$ cat config.mk
export PLATFORM = sky130hd
export DESIGN_NAME = colonization_transition_probability_core
export DESIGN_NICKNAME = d
export VERILOG_FILES = /design/src/hw/rtl/ctp_pkg.sv /design/src/hw/rtl/ctp_arith.sv /design/src/hw/rtl/colonization_transition_probability_core.sv
export VERILOG_INCLUDE_DIRS = /design/src /design/src/hw/rtl
export SDC_FILE = /design/constraint.sdc
export NUM_CORES = 2
export LEC_CHECK = 0
export BUFFER_PORTS_ARGS = -buffer_cell sky130_fd_sc_hd__buf_2
export CORE_MARGIN = 5
export CORE_UTILIZATION = 40
export DETAILED_ROUTE_END_ITERATION = 6
export GPL_TIMING_DRIVEN = 0
export PLACE_DENSITY_LB_ADDON = 0.25
export SKIP_LAST_GASP = 1
export SYNTH_ARGS = -nofsm -noshare
export SYNTH_HDL_FRONTEND = slang
export SYNTH_SLANG_ARGS = --single-unit
$ cat constraint.sdc
create_clock -name clk -period 8.66 [get_ports clk]
set_clock_uncertainty 0.15 [all_clocks]
set_input_delay 1.732 -clock clk [delete_from_list [all_inputs] [get_ports clk]]
set_output_delay 1.732 -clock clk [all_outputs]
set_load 0.005 [all_outputs]
$ cat src/hw/rtl/colonization_transition_probability_core_macros.svh
// Assertion macros shared by the RTL of the colonization transition core.
// Define NO_ASSERTIONS to compile every check away.
`ifndef COLONIZATION_TRANSITION_PROBABILITY_CORE_MACROS_SVH
`define COLONIZATION_TRANSITION_PROBABILITY_CORE_MACROS_SVH

`ifndef NO_ASSERTIONS

// A property that must hold at every clock edge outside reset.
`define CTP_ASSERT_HOLD(label, clk, rst_n, prop, msg) \
	label: assert property (@(posedge clk) disable iff (!rst_n) (prop)) else $error(msg);

// A condition that must be followed by a consequence in the next cycle.
`define CTP_ASSERT_NEXT(label, clk, rst_n, ante, cons, msg) \
	label: assert property (@(posedge clk) disable iff (!rst_n) (ante) |=> (cons)) \
		else $error(msg);

`else

`define CTP_ASSERT_HOLD(label, clk, rst_n, prop, msg)
`define CTP_ASSERT_NEXT(label, clk, rst_n, ante, cons, msg)

`endif

`endif

$ cat src/hw/rtl/ctp_pkg.sv
`default_nettype none

package ctp_pkg;

	// Default number of habitat patches.
	localparam int unsigned PATCHES_DEF = 8;

	// Fixed field widths.
	localparam int unsigned OCC_W     = 8;
	localparam int unsigned OCC_IDX_W = $clog2(OCC_W);
	localparam int unsigned COEF_W    = 16;
	localparam int unsigned PROB_W    = 17;
	localparam int unsigned CFG_W     = 16;
	localparam int unsigned CFG_IDX_W = 2;

	// Coupling sum: up to seven Q0.16 terms plus a source term below 2^24.
	localparam int unsigned SUM_W  = 25;
	// Shared multiplier: 17-bit by 25-bit operands.
	localparam int unsigned MUL_AW = 17;
	localparam int unsigned PROD_W = MUL_AW + SUM_W;

	localparam logic [PROB_W-1:0] ONE_Q16 = PROB_W'(65536);

	// Function codes of an input item.
	localparam logic FUNC_LOAD = 1'b0;
	localparam logic FUNC_EVAL = 1'b1;

	// Configuration register indexes and reset values.
	localparam logic [CFG_IDX_W-1:0] REG_RATE   = CFG_IDX_W'(0);
	localparam logic [CFG_IDX_W-1:0] REG_SOURCE = CFG_IDX_W'(1);
	localparam logic [CFG_W-1:0]     RATE_RESET   = CFG_W'(4096);
	localparam logic [CFG_W-1:0]     SOURCE_RESET = CFG_W'(0);

	// Sequencer states.
	typedef enum logic [3:0] {
		S_IDLE,
		S_PATCH,
		S_SUM,
		S_SRC,
		S_SRCW,
		S_RATE,
		S_CLAMP,
		S_FAC,
		S_ACC,
		S_DONE
	} ctp_state_t;

	// Operand selection of the shared multiplier.
	typedef enum logic [1:0] {
		MUL_SRC,
		MUL_RATE,
		MUL_ACC
	} ctp_mul_sel_t;

	// Controls from the sequencer to the arithmetic unit.
	typedef struct packed {
		ctp_mul_sel_t mul_sel;
		logic         mul_en;
		logic         sum_clr;
		logic         sum_add_tab;
		logic         sum_add_src;
		logic         fac_load;
		logic         acc_init;
		logic         acc_load;
	} ctp_op_t;

	// Occupancy of one patch; patches beyond the mask are always empty.
	function automatic logic occ_bit(input logic [OCC_W-1:0] mask, input int unsigned idx);
		logic bit_v;
		bit_v = 1'b0;
		if (idx < OCC_W) begin
			bit_v = mask[idx[OCC_IDX_W-1:0]];
		end
		return bit_v;
	endfunction

endpackage

`default_nettype wire

$ cat src/hw/rtl/ctp_arith.sv
`default_nettype none

module ctp_arith import ctp_pkg::*; (
	input  wire logic              clk,
	input  wire ctp_op_t           op,
	input  wire logic [COEF_W-1:0] tab_coef,
	input  wire logic [CFG_W-1:0]  rate,
	input  wire logic [CFG_W-1:0]  source,
	input  wire logic              now_occ,
	output logic      [PROB_W-1:0] acc
);

	logic [MUL_AW-1:0]  mul_a;
	logic [SUM_W-1:0]   mul_b;
	logic [PROD_W-1:0]  prod_q;
	logic [SUM_W-1:0]   sum_q;
	logic [PROB_W-1:0]  factor_q;
	logic [PROB_W-1:0]  acc_q;
	logic [PROD_W-13:0] scaled;
	logic [PROB_W-1:0]  chance;

	// Operand selection for the one shared multiplier.
	always_comb begin
		unique case (op.mul_sel)
			MUL_SRC: begin
				mul_a = MUL_AW'(tab_coef);
				mul_b = SUM_W'(source);
			end
			MUL_RATE: begin
				mul_a = MUL_AW'(rate);
				mul_b = sum_q;
			end
			MUL_ACC: begin
				mul_a = acc_q;
				mul_b = SUM_W'(factor_q);
			end
			default: begin
				mul_a = '0;
				mul_b = '0;
			end
		endcase
	end

	// Rate times coupling sum, back to Q.16 and clamped to one.
	assign scaled = prod_q[PROD_W-1:12];
	assign chance = (scaled > (PROD_W-12)'(ONE_Q16)) ? ONE_Q16 : scaled[PROB_W-1:0];

	// Product register; every multiply lands here before it is used.
	always_ff @(posedge clk) begin
		if (op.mul_en) begin
			prod_q <= PROD_W'(mul_a) * PROD_W'(mul_b);
		end
	end

	// Coupling sum accumulator.
	always_ff @(posedge clk) begin
		if (op.sum_clr) begin
			sum_q <= '0;
		end else if (op.sum_add_tab) begin
			sum_q <= sum_q + SUM_W'(tab_coef);
		end else if (op.sum_add_src) begin
			sum_q <= sum_q + SUM_W'(prod_q[31:8]);
		end
	end

	// Factor of the current patch: the chance, or its complement.
	always_ff @(posedge clk) begin
		if (op.fac_load) begin
			factor_q <= now_occ ? chance : (ONE_Q16 - chance);
		end
	end

	// Running product of the factors, truncated to Q1.16 at each step.
	always_ff @(posedge clk) begin
		if (op.acc_init) begin
			acc_q <= ONE_Q16;
		end else if (op.acc_load) begin
			acc_q <= prod_q[32:16];
		end
	end

	assign acc = acc_q;

endmodule

`default_nettype wire

$ cat src/hw/rtl/colonization_transition_probability_core.sv
// Colonization transition probability core.
// Input channel (in_valid / in_stall): a transfer with func = 0 writes one Q0.16
// coupling coefficient at (row, col); row PATCHES is the external source row.
// A load gives no result. A transfer with func = 1 evaluates the pair
// old_occupancy / new_occupancy and gives one result on the output channel
// (out_valid / out_stall): probability in Q1.16 and the impossible flag.
// An evaluation runs one patch at a time on a single shared multiplier. An
// occupied patch only advances the patch counter; an empty patch makes
// PATCHES + 1 table reads from the single read port, then source, rate,
// clamp and product steps. After the last patch the sequencer moves to S_DONE,
// which loads the output register. A pair where an occupied patch becomes
// empty skips the patch steps and goes from idle straight to S_DONE.
// in_stall is high from the accepted evaluate transfer until
// its result sits in the output register. A waiting result holds while
// out_stall is high, and the sequencer waits with the next result until the
// output register is free. Reset clears the sequencer and the output valid and
// sets colonization_rate to 1.0 and source_strength to 0; the coupling table
// is not cleared and each entry must be loaded before it is read.
// Configuration writes (wr_en, wr_index, wr_data) take effect at once.
`default_nettype none

`include "colonization_transition_probability_core_macros.svh"

module colonization_transition_probability_core import ctp_pkg::*; #(
	parameter int unsigned PATCHES = PATCHES_DEF
) (
	input  wire logic                 clk,
	input  wire logic                 arst_n,
	// Configuration write port.
	input  wire logic                 wr_en,
	input  wire logic [CFG_IDX_W-1:0] wr_index,
	input  wire logic [CFG_W-1:0]     wr_data,
	// Input channel.
	input  wire logic                 in_valid,
	output logic                      in_stall,
	input  wire logic                 func,
	input  wire logic [3:0]           row,
	input  wire logic [2:0]           col,
	input  wire logic [COEF_W-1:0]    coefficient,
	input  wire logic [OCC_W-1:0]     old_occupancy,
	input  wire logic [OCC_W-1:0]     new_occupancy,
	// Output channel.
	output logic                      out_valid,
	input  wire logic                 out_stall,
	output logic      [PROB_W-1:0]    probability,
	output logic                      impossible
);

	localparam int unsigned DEPTH  = (PATCHES + 1) * PATCHES;
	localparam int unsigned ADDR_W = $clog2(DEPTH);
	localparam int unsigned CNT_W  = $clog2(PATCHES + 1);

	ctp_state_t         state_q;
	ctp_state_t         state_d;
	ctp_op_t            op;
	logic [CFG_W-1:0]   rate_q;
	logic [CFG_W-1:0]   source_q;
	logic [OCC_W-1:0]   old_q;
	logic [OCC_W-1:0]   new_q;
	logic               imp_q;
	logic [CNT_W-1:0]   k_q;
	logic [CNT_W-1:0]   l_q;
	logic [CNT_W-1:0]   rd_l_q;
	logic               rd_vld_q;
	logic [COEF_W-1:0]  coupling_mem [DEPTH];
	logic [COEF_W-1:0]  rd_data_q;
	logic [ADDR_W-1:0]  wr_addr;
	logic [ADDR_W-1:0]  rd_addr;
	logic               rd_en;
	logic               tab_we;
	logic               in_xfer;
	logic               breaks;
	logic               was_occ;
	logic               now_occ;
	logic               k_end;
	logic               l_end;
	logic               out_load;
	logic               out_valid_q;
	logic [PROB_W-1:0]  probability_q;
	logic               impossible_q;
	logic [PROB_W-1:0]  acc;

	// Handshake and per-item decode.
	assign in_xfer = in_valid && !in_stall;
	assign breaks  = (old_occupancy & ~new_occupancy) != '0;
	assign tab_we  = in_xfer && (func == FUNC_LOAD) && (32'(row) <= PATCHES)
		&& (32'(col) < PATCHES);
	assign was_occ = occ_bit(old_q, 32'(k_q));
	assign now_occ = occ_bit(new_q, 32'(k_q));
	assign k_end   = 32'(k_q) == PATCHES;
	assign l_end   = 32'(l_q) == PATCHES;
	assign wr_addr = ADDR_W'(32'(row) * PATCHES + 32'(col));
	assign rd_addr = ADDR_W'(32'(l_q) * PATCHES + 32'(k_q));

	// Configuration registers.
	always_ff @(posedge clk or negedge arst_n) begin
		if (!arst_n) begin
			rate_q   <= RATE_RESET;
			source_q <= SOURCE_RESET;
		end else if (wr_en) begin
			unique case (wr_index)
				REG_RATE:   rate_q   <= wr_data;
				REG_SOURCE: source_q <= wr_data;
				default: ;
			endcase
		end
	end

	// Coupling table with one write and one registered read port.
	always_ff @(posedge clk) begin
		if (tab_we) begin
			coupling_mem[wr_addr] <= coefficient;
		end
		if (rd_en) begin
			rd_data_q <= coupling_mem[rd_addr];
		end
	end

	// Sequencer state.
	always_ff @(posedge clk or negedge arst_n) begin
		if (!arst_n) begin
			state_q <= S_IDLE;
		end else begin
			state_q <= state_d;
		end
	end

	// Next-state logic.
	always_comb begin
		state_d = state_q;
		unique case (state_q)
			S_IDLE: begin
				if (in_xfer && (func == FUNC_EVAL)) begin
					state_d = breaks ? S_DONE : S_PATCH;
				end
			end
			S_PATCH: begin
				if (k_end) begin
					state_d = S_DONE;
				end else if (!was_occ) begin
					state_d = S_SUM;
				end
			end
			S_SUM: begin
				if (l_end) begin
					state_d = S_SRC;
				end
			end
			S_SRC:   state_d = S_SRCW;
			S_SRCW:  state_d = S_RATE;
			S_RATE:  state_d = S_CLAMP;
			S_CLAMP: state_d = S_FAC;
			S_FAC:   state_d = S_ACC;
			S_ACC:   state_d = S_PATCH;
			S_DONE: begin
				if (!out_valid_q || !out_stall) begin
					state_d = S_IDLE;
				end
			end
			default: state_d = S_IDLE;
		endcase
	end

	// Output logic of the sequencer: datapath controls and handshakes.
	always_comb begin
		op          = '0;
		op.mul_sel  = MUL_SRC;
		rd_en       = 1'b0;
		out_load    = 1'b0;
		in_stall    = 1'b1;
		unique case (state_q)
			S_IDLE: begin
				in_stall    = 1'b0;
				op.acc_init = 1'b1;
			end
			S_PATCH: begin
				op.sum_clr = 1'b1;
			end
			S_SUM: begin
				rd_en = 1'b1;
				op.sum_add_tab = rd_vld_q && occ_bit(old_q, 32'(rd_l_q)) && (rd_l_q != k_q);
			end
			S_SRC: begin
				op.mul_sel = MUL_SRC;
				op.mul_en  = 1'b1;
			end
			S_SRCW: begin
				op.sum_add_src = 1'b1;
			end
			S_RATE: begin
				op.mul_sel = MUL_RATE;
				op.mul_en  = 1'b1;
			end
			S_CLAMP: begin
				op.fac_load = 1'b1;
			end
			S_FAC: begin
				op.mul_sel = MUL_ACC;
				op.mul_en  = 1'b1;
			end
			S_ACC: begin
				op.acc_load = 1'b1;
			end
			S_DONE: begin
				out_load = !out_valid_q || !out_stall;
			end
			default: ;
		endcase
	end

	// Patch and table-row counters, and the read pipeline tag.
	always_ff @(posedge clk or negedge arst_n) begin
		if (!arst_n) begin
			k_q      <= '0;
			l_q      <= '0;
			rd_l_q   <= '0;
			rd_vld_q <= 1'b0;
			imp_q    <= 1'b0;
		end else begin
			rd_vld_q <= (state_q == S_SUM) && !l_end;
			rd_l_q   <= l_q;
			if (state_q == S_IDLE) begin
				k_q <= '0;
				if (in_xfer && (func == FUNC_EVAL)) begin
					imp_q <= breaks;
				end
			end else if ((state_q == S_PATCH) && !k_end && was_occ) begin
				k_q <= k_q + 1'b1;
			end else if (state_q == S_ACC) begin
				k_q <= k_q + 1'b1;
			end
			if (state_q == S_PATCH) begin
				l_q <= '0;
			end else if ((state_q == S_SUM) && !l_end) begin
				l_q <= l_q + 1'b1;
			end
		end
	end

	// Occupancy masks of the item at work.
	always_ff @(posedge clk) begin
		if (in_xfer && (func == FUNC_EVAL)) begin
			old_q <= old_occupancy;
			new_q <= new_occupancy;
		end
	end

	// Shared arithmetic unit.
	ctp_arith u_arith (
		.clk      (clk),
		.op       (op),
		.tab_coef (rd_data_q),
		.rate     (rate_q),
		.source   (source_q),
		.now_occ  (now_occ),
		.acc      (acc)
	);

	// Output register; a result waits here while the receiver stalls.
	always_ff @(posedge clk or negedge arst_n) begin
		if (!arst_n) begin
			out_valid_q <= 1'b0;
		end else if (out_load) begin
			out_valid_q <= 1'b1;
		end else if (!out_stall) begin
			out_valid_q <= 1'b0;
		end
	end

	always_ff @(posedge clk) begin
		if (out_load) begin
			probability_q <= imp_q ? '0 : acc;
			impossible_q  <= imp_q;
		end
	end

	assign out_valid   = out_valid_q;
	assign probability = probability_q;
	assign impossible  = impossible_q;

	// Checks on the datapath and the sequencer.
	`CTP_ASSERT_HOLD(a_imp_zero, clk, arst_n, !(out_valid_q && impossible_q && (probability_q != '0)), "impossible result with nonzero probability")
	`CTP_ASSERT_HOLD(a_prob_max, clk, arst_n, !out_valid_q || (probability_q <= ONE_Q16), "probability above one")
	`CTP_ASSERT_HOLD(a_sum_patch, clk, arst_n, (state_q != S_SUM) || (32'(k_q) < PATCHES), "coupling sum on a patch past the last")
	`CTP_ASSERT_NEXT(a_acc_step, clk, arst_n, state_q == S_ACC, (state_q == S_PATCH) && (k_q == $past(k_q) + 1'b1), "patch counter did not advance after product step")

endmodule

`default_nettype wire

==> impl_metrics.tcl <==
set metrics [dict create \
    outcome "finished, final reports clean" \
    clk_latency_ns 0.76 \
    n_fill_cell 14600 \
    grt_overflow 0 \
    relSlewSlack 0.0729 \
    cts_tree "yes" \
    regToRegSetupSlack_ns 0.26 \
    grt_pass1_vias 40000 \
    clock.fmax_ghz 0.119 \
    cp-start-kind "register" \
    cp_max_fo 10 \
    viasPerCell 5.58 \
    synth-seq-cells 1346 \
    die_h_um 420 \
    drv_cap 0 \
    antenna_found_initial 5 \
    holdPathEnd "u_arith.acc[3]" \
    whs_path_depth 2 \
    syn_area_sq_mm 0.0672 \
    drt-met1-wl_um 76900 \
    slew_violations 0 \
    crit_required_ns 9.00 \
    fin_nets 5184 \
    dr_wl_met2_um 94000 \
    rr_endpoint "u_arith.prod_q[37]" \
    cts_buffers 141 \
    routedWlPerCell_um 27.3 \
    io_buffers 82 \
    synth_edf_count 1253 \
    core_sq_mm 0.167 \
    syn_area_per_cell_sq_um 15.5 \
    pre_cts_ws_ns -0.958 \
    top_layer_used "met5" \
    vias 38800 \
    num_rows 150 \
    fin_crit_sh 0.970 \
    hold_buffers 0 \
    drive_above_1_share 0.212 \
    htree_levels 4 \
    grt_setup_unrepaired "yes" \
    ant_nets 0 \
    io_pins 83 \
    worst_pin_slew_ns 1.39 \
    synth_flop_cell "edfxtp_1" \
    dp_hpwl_um 138000 \
    crit_path_end_kind "register" \
    drc_errors 0 \
    gp_congestion 0.926 \
    first_pass_iters 5 \
    ys_async_sr_fraction 0.0379 \
    r2r_cells 27 \
    die_x_um 420 \
    grt.total_usage 0.217 \
    clk_pin_slew_ns 0.06 \
    hold_path.class "register to register" \
    crit-reg2reg-launch "state_q[2]" \
    cp.arrival_ns 8.75 \
    yosysSeqAreaShare 0.591 \
    root_buffer "clkbuf_16" \
    ys_warn_count 0 \
    die_area_sq_mm 0.176 \
    numClockSinks 1346 \
    routed_wirelength_um 190000 \
    syn_inst 4324 \
    synth.distinct_cells 78 \
    syn2layout_area_growth_pct 14.3 \
    final-hold-violation-count 0 \
    final_common_cell "edfxtp_1" \
    cts.path.max_buffers 3 \
    seq_area_sq_mm 0.0397 \
    fin_crit_ns 8.40 \
    grt_max_degree 73 \
    start_util 0.402 \
    worstSetupPathType "register to register" \
    holdCritStartpoint "u_arith.acc[3]" \
    first_iter_violations 3777 \
    final_cell_mix "1253 x edfxtp_1, 444 x inv_1, 395 x nand2_1" \
    grt_pass1_wl_um 277000 \
    finalSetupViolCount 0 \
    route.met3.wl_um 13100 \
    fin_ws_ns 0.259 \
    multiInputGateArea_sq_mm 0.0254 \
]
cell usage after synthesis (8+ instances only):
cell	count	area, sq um
nor4_1	8	50.1
nand3b_1	8	60.1
ha_1	145	1810
o21ai_0	48	240
a31oi_1	19	119
nand3_1	36	180
mux2_2	72	811
mux2i_1	49	490
a221oi_1	27	236
fa_1	343	6870
nor2b_1	48	300
nor3_1	20	100
nand2_1	395	1480
nand2b_1	16	100
dfxtp_1	42	841
a221o_1	32	320
edfxtp_1	1253	37600
buf_2	46	230
and2_1	12	75.1
mux4_2	334	7520
clkbuf_1	133	499
a21oi_1	78	390
a211oi_1	26	195
xnor2_1	31	272
o21a_1	9	67.6
buf_4	17	128
o22ai_1	27	169
nand4_1	10	62.6
dfrtp_1	50	1250
nor2_1	313	1170
xor2_1	32	280
a21o_1	35	263
inv_1	444	1670
o221ai_1	8	70.1
and3_1	55	344
logic make-up after synthesis:
logic type | after synthesis | synth area share
muxes | 455 | 0.131
other | 2 | 0.000112
DFF | 1346 | 0.591
adders and majority gates | 488 | 0.129
buffers and inverters | 651 | 0.0386
and+or+nand+nor | 949 | 0.0620
xor gates and xnor gates | 63 | 0.00821
AOI/OAI and AO/OA | 370 | 0.0392
worst max path at each step:
stage | cells after the start | start | slack (ns) | endpoint
2_1_floorplan | 25 | state_q[0] | 1.25 | u_arith.prod_q[37]
3_3_place_gp | 27 | state_q[1] | -1.00 | u_arith.prod_q[34]
3_5_place_dp | 27 | state_q[3] | -0.96 | u_arith.prod_q[38]
4_1_cts | 26 | state_q[1] | 0.02 | u_arith.prod_q[38]
5_1_grt | 27 | state_q[3] | -0.02 | u_arith.prod_q[38]
6_report | 27 | state_q[2] | 0.26 | u_arith.prod_q[37]
layer usage:
| metal | vias to the layer above | GRT usage |
|---|---|---|
| met5 | - | 0 |
| met3 | 297 | 0.0401 |
| met4 | 2 | 0.0678 |
| li1 | 16500 | - |
| met2 | 1478 | 0.363 |
| met1 | 20500 | 0.290 |
registers in the layout (all words and copies together) (netlist names), 8 cells and up:
register and count:
u_arith.acc 17, old_q 8, new_q 8, u_arith.factor_q 17, probability 17, u_arith.prod_q 34
u_arith.sum_q 25, source_q 16, rate_q 16, coupling_mem 1152, rd_data_q 16
worst max-delay path, stage by stage, from the launching register on:
cell      delay, ns
dfrtp_1        0.46
buf_2          0.22
nand3b_1       0.15
buf_12         0.15
clkbuf_1       0.48
a221o_1        0.41
clkbuf_2       0.35
nand2_1        0.14
fa_1           0.56
inv_1          0.05
fa_1           0.47
inv_1          0.05
fa_1           0.49
inv_1          0.05
fa_1           0.49
fa_1           0.51
inv_1          0.06
fa_1           0.51
inv_1          0.11
ha_1           0.42
o211ai_1       0.13
nor3_1         0.28
a21bo_2        0.29
a31oi_4        0.28
o21ai_1        0.20
o31a_1         0.39
o21bai_1       0.19
xor2_1         0.09
stage by stage:
step                hold slack [ns]  cells  utilization  TNS, ns  area, sq um
floorplan                     0.272   4330            -        0        67200
global placement              0.285   6616        0.421   -12.68        70400
detailed placement            0.286   6697        0.431   -12.35        72000
CTS                           0.294   6951        0.460        0        76800
global route                  0.317   6949        0.460  -0.0216        76800
finish                        0.297   6952        0.460        0        76800
what timing repair did:
action / in CTS / in global routing
gates resized for setup: 74 / 25
endpoints found under the setup margin: 22 / 12
pin swaps: 4 / 1
buffers inserted: 6 / 1
layout make-up:
| class | instances | area share |
|---|---|---|
| Inverter | 444 | 0.0217 |
| Antenna cell | 3 | 0.0000977 |
| Tap cell | 2204 | 0.0359 |
| Timing Repair Buffer | 170 | 0.0246 |
| Clock buffer | 174 | 0.0485 |
| Clock inverter | 81 | 0.00904 |
| Buffer | 197 | 0.0123 |
| Sequential cell | 1346 | 0.517 |
| Multi-Input combinational cell | 2333 | 0.331 |
Power is left out: the tool's default activity adds up to more than one toggle a clock period on the data nets, which glitch-free logic cannot reach.
